**config.mk**
```make
export PLATFORM = sky130hd
export DESIGN_NAME = awb_fifo
export DESIGN_NICKNAME = d
export VERILOG_FILES = /design/src/hw/rtl/awb_fifo.sv
export SDC_FILE = /design/constraint.sdc
export NUM_CORES = 1
export LEC_CHECK = 0
export BUFFER_PORTS_ARGS = -buffer_cell sky130_fd_sc_hd__buf_4
export CORE_MARGIN = 8
export CORE_UTILIZATION = 45
export DETAILED_ROUTE_END_ITERATION = 6
export PLACE_DENSITY_LB_ADDON = 0.25
export SLEW_MARGIN = 10
export SYNTH_ARGS = -nofsm -noshare
export SYNTH_HDL_FRONTEND = slang
export SYNTH_SLANG_ARGS = --single-unit
export TNS_END_PERCENT = 50
```
**constraint.sdc**
```tcl
create_clock -name i_clk -period 3.45 [get_ports i_clk]
set_input_delay 0.69 -clock i_clk [delete_from_list [all_inputs] [get_ports i_clk]]
set_output_delay 0.69 -clock i_clk [all_outputs]
set_load 0.01 [all_outputs]
```
**src/hw/rtl/awb_fifo.sv**
```systemverilog
// Module: transaction queue between front and back.
module awb_fifo #(
    parameter int W = 8,
    parameter int D = 4
) (
    input  logic         i_clk,
    input  logic         i_rst_n,
    input  logic         i_push,
    input  logic [W-1:0] i_data,
    input  logic         i_pop,
    output logic         o_empty,
    output logic [$clog2(D):0] o_cnt,
    output logic [W-1:0] o_data
);
    localparam int AW = $clog2(D);
    logic [W-1:0]  r_mem [D];
    logic [AW-1:0] r_wp, r_rp;
    logic [AW:0]   r_cnt;

    always_ff @(posedge i_clk) begin
        if (!i_rst_n) begin
            r_wp  <= '0;
            r_rp  <= '0;
            r_cnt <= '0;
        end else begin
            if (i_push) r_wp <= (r_wp == AW'(D-1)) ? '0 : r_wp + 1'b1;
            if (i_pop)  r_rp <= (r_rp == AW'(D-1)) ? '0 : r_rp + 1'b1;
            r_cnt <= r_cnt + (AW+1)'(i_push) - (AW+1)'(i_pop);
        end
        if (i_push) r_mem[r_wp] <= i_data;
    end

    assign o_empty = (r_cnt == '0);
    assign o_cnt   = r_cnt;
    assign o_data  = r_mem[r_rp];
endmodule

```
==> flow_summary.ini <==
[synth]
synthDistinctLibCells = 16
syn_area_per_cell_um2 = 19.1
synth_cells = 84
synthesis.nets = 104
synth_area_um2 = 1600
synth_seq_cells = 41
yosysSeqAreaShare_pct = 71.2
yosysWarnings = 0

[sta]
finClkSkew_ns = 0.00364
worst_pin_slew_ns = 0.544
min_period_over_period_pct = 70.8
fin_tns_setup_ns = 0
finalSetupViolations = 0
slew-limit-headroom_pct = 63.7
max_freq_mhz = 409
final.min_clock_period_ns = 2.44
grt_setup_unrepaired = no
finalMaxSlewViolations = 0
hold_viol_final = 0
holdWs_ns = 0.532

[cts]
post_cts_resized = 0
cts_root_buffer = clkbuf_4
holdBufCountCts = 0
cts_setup_buffers = 0
cts_buffers = 5
clock_latency_ns = 0.34
clockBufferDepth = 2
cts.sinks = 41
cts_tree = yes
clk_pin_slew_ns = 0.11
htreeDepth = 2

[floorplanning]
die_height_um = 75.7
row_count = 21
die_w_um = 75.7
initial_core_util_pct = 47.2
core-area_um2 = 3390
ios = 24
fp.dieArea_um2 = 5720

[critical_path]
path_cells = mux4_2 -> buf_4
cp-end-kind = output pin
crit_family = flip-flops
crit_type = reg2out
cp_data_required_time_ns = 2.76
max_stage_delay_ns = 0.68
path_max_fanout = 8
crit_buf_inv = 1
critPathArrivalTime_ns = 1.75
crit_path_start_kind = flop
slowest_stage = dfxtp_1

[status]
outcome = finished, final reports clean

[power_and_ir_drop]
p_leak_uw = 0.000724
finalPower_uw = 1120
p_per_area_nw_per_um2 = 583
vdd_drop_max_mv = 0.332

[cells_and_area]
syn2layout_area_growth_pct = 19.8
nNetsFinal = 132
final_util_pct = 56.6
diodes = 0
final_common_cell = edfxtp_1
layout_common_cells = 32 x edfxtp_1, 23 x buf_4, 9 x dfxtp_1
drive_above_1_share_pct = 34.5
fillers = 265

[routing]
vias_per_cell = 4.97
dr.pass1.iters = 4
antenna_left = 0
drt-initial-drc-count = 18
post_drt_wl_per_cell_um = 15.0
drcViolationCount = 0
vias = 790
drt_wl_total_mm = 2.39

[global_routing]
antenna_found_initial = 0
grt_pass1_wl_mm = 3.87
grt_max_degree = 14
grt_pass1_vias = 864
grt_usage_pct = 9.60
grt_remaining_overflow = 0

[placement]
dp_hpwl_mm = 1.75
io_buffers = 23
place.gp.congestion = 0.660

[job]
cap_violations = 0

[hold_path]
hp-class = reg2reg
where the power goes:
group	total, µW	leakage, µW	internal [µW]	switching (µW)
combinational	160	0.000301	96.8	63.0
sequential	588	0.000368	564	24.0
clock	370	0.0000552	224	146
stage by stage:
stage                     setup slack (ns)  cell area, µm²  std cells
after floorplan                       1.58            1600         84
after global placement                1.33            1820        151
after detailed placement              1.33            1820        151
after CTS                            0.933            1920        159
after global routing                 0.844            1920        159
final                                 1.01            1920        159
cells in the mapped netlist, drive strengths merged:
master | n | area share, %
a21oi | 2 | 0.63
and2 | 5 | 2.0
buf | 1 | 0.70
clkbuf | 1 | 0.31
dfxtp | 9 | 11
edfxtp | 32 | 60
fa | 1 | 1.3
ha | 7 | 5.5
inv | 6 | 1.4
mux2i | 2 | 1.3
mux4 | 8 | 11
nand2b | 2 | 0.78
nor2 | 4 | 0.94
nor3 | 1 | 0.31
or3b | 2 | 1.1
xnor3 | 1 | 1.4
final cells by class:
class	instances	area, µm²	share of cell area (%)
tap	46	57.6	3.00
inverter	6	22.5	1.17
timing repair buffer	23	173	9.00
clock buffer	5	37.5	1.96
sequential	41	1140	59.5
clock inverter	3	65.1	3.39
multi-input combinational	35	422	22.0
per-layer routing:
layer  track usage, %  vias to the layer above  wire [µm]
li1                 -                      371          -
met1             9.32                      399        881
met2             17.3                       16       1330
met3             4.34                        4        157
met4             3.84                        0         21
met5                0                        -          0
kinds of logic after synthesis:
family / count (synthesis) / share of synthesized area [%]
AOI/OAI and AO/OA: 2 / 0.625
xor gates and xnor gates: 1 / 1.41
adders and majority gates: 8 / 6.72
buffers and inverters: 8 / 2.42
DFF: 41 / 71.2
muxes: 10 / 12.5
and+or+nand+nor: 14 / 5.08
worst min-delay path: stages (launching register included):
cell and delay (ns):
dfxtp_1 0.34, nand2b_1 0.07, a21oi_1 0.08
path summary, 6_finish.rpt:
kind / startpoint / endpoint / slack, ns / depth (start not counted)
max reg2reg: o_cnt[0] / o_cnt[2] / 1.83 / 8
max: flop / o_data[0] / 1.01 / 2
min: r_rp[0] / r_rp[0] / 0.53 / 2
min reg2reg: r_rp[0] / r_rp[0] / 0.53 / 2
sequential cells by signal (all words and copies together) (netlist names), named ones only:
| register | count |
|---|---|
| r_rp | 2 |
| r_wp | 2 |
| r_mem | 32 |
| o_cnt | 3 |
Power figures use the tool's default switching activity.
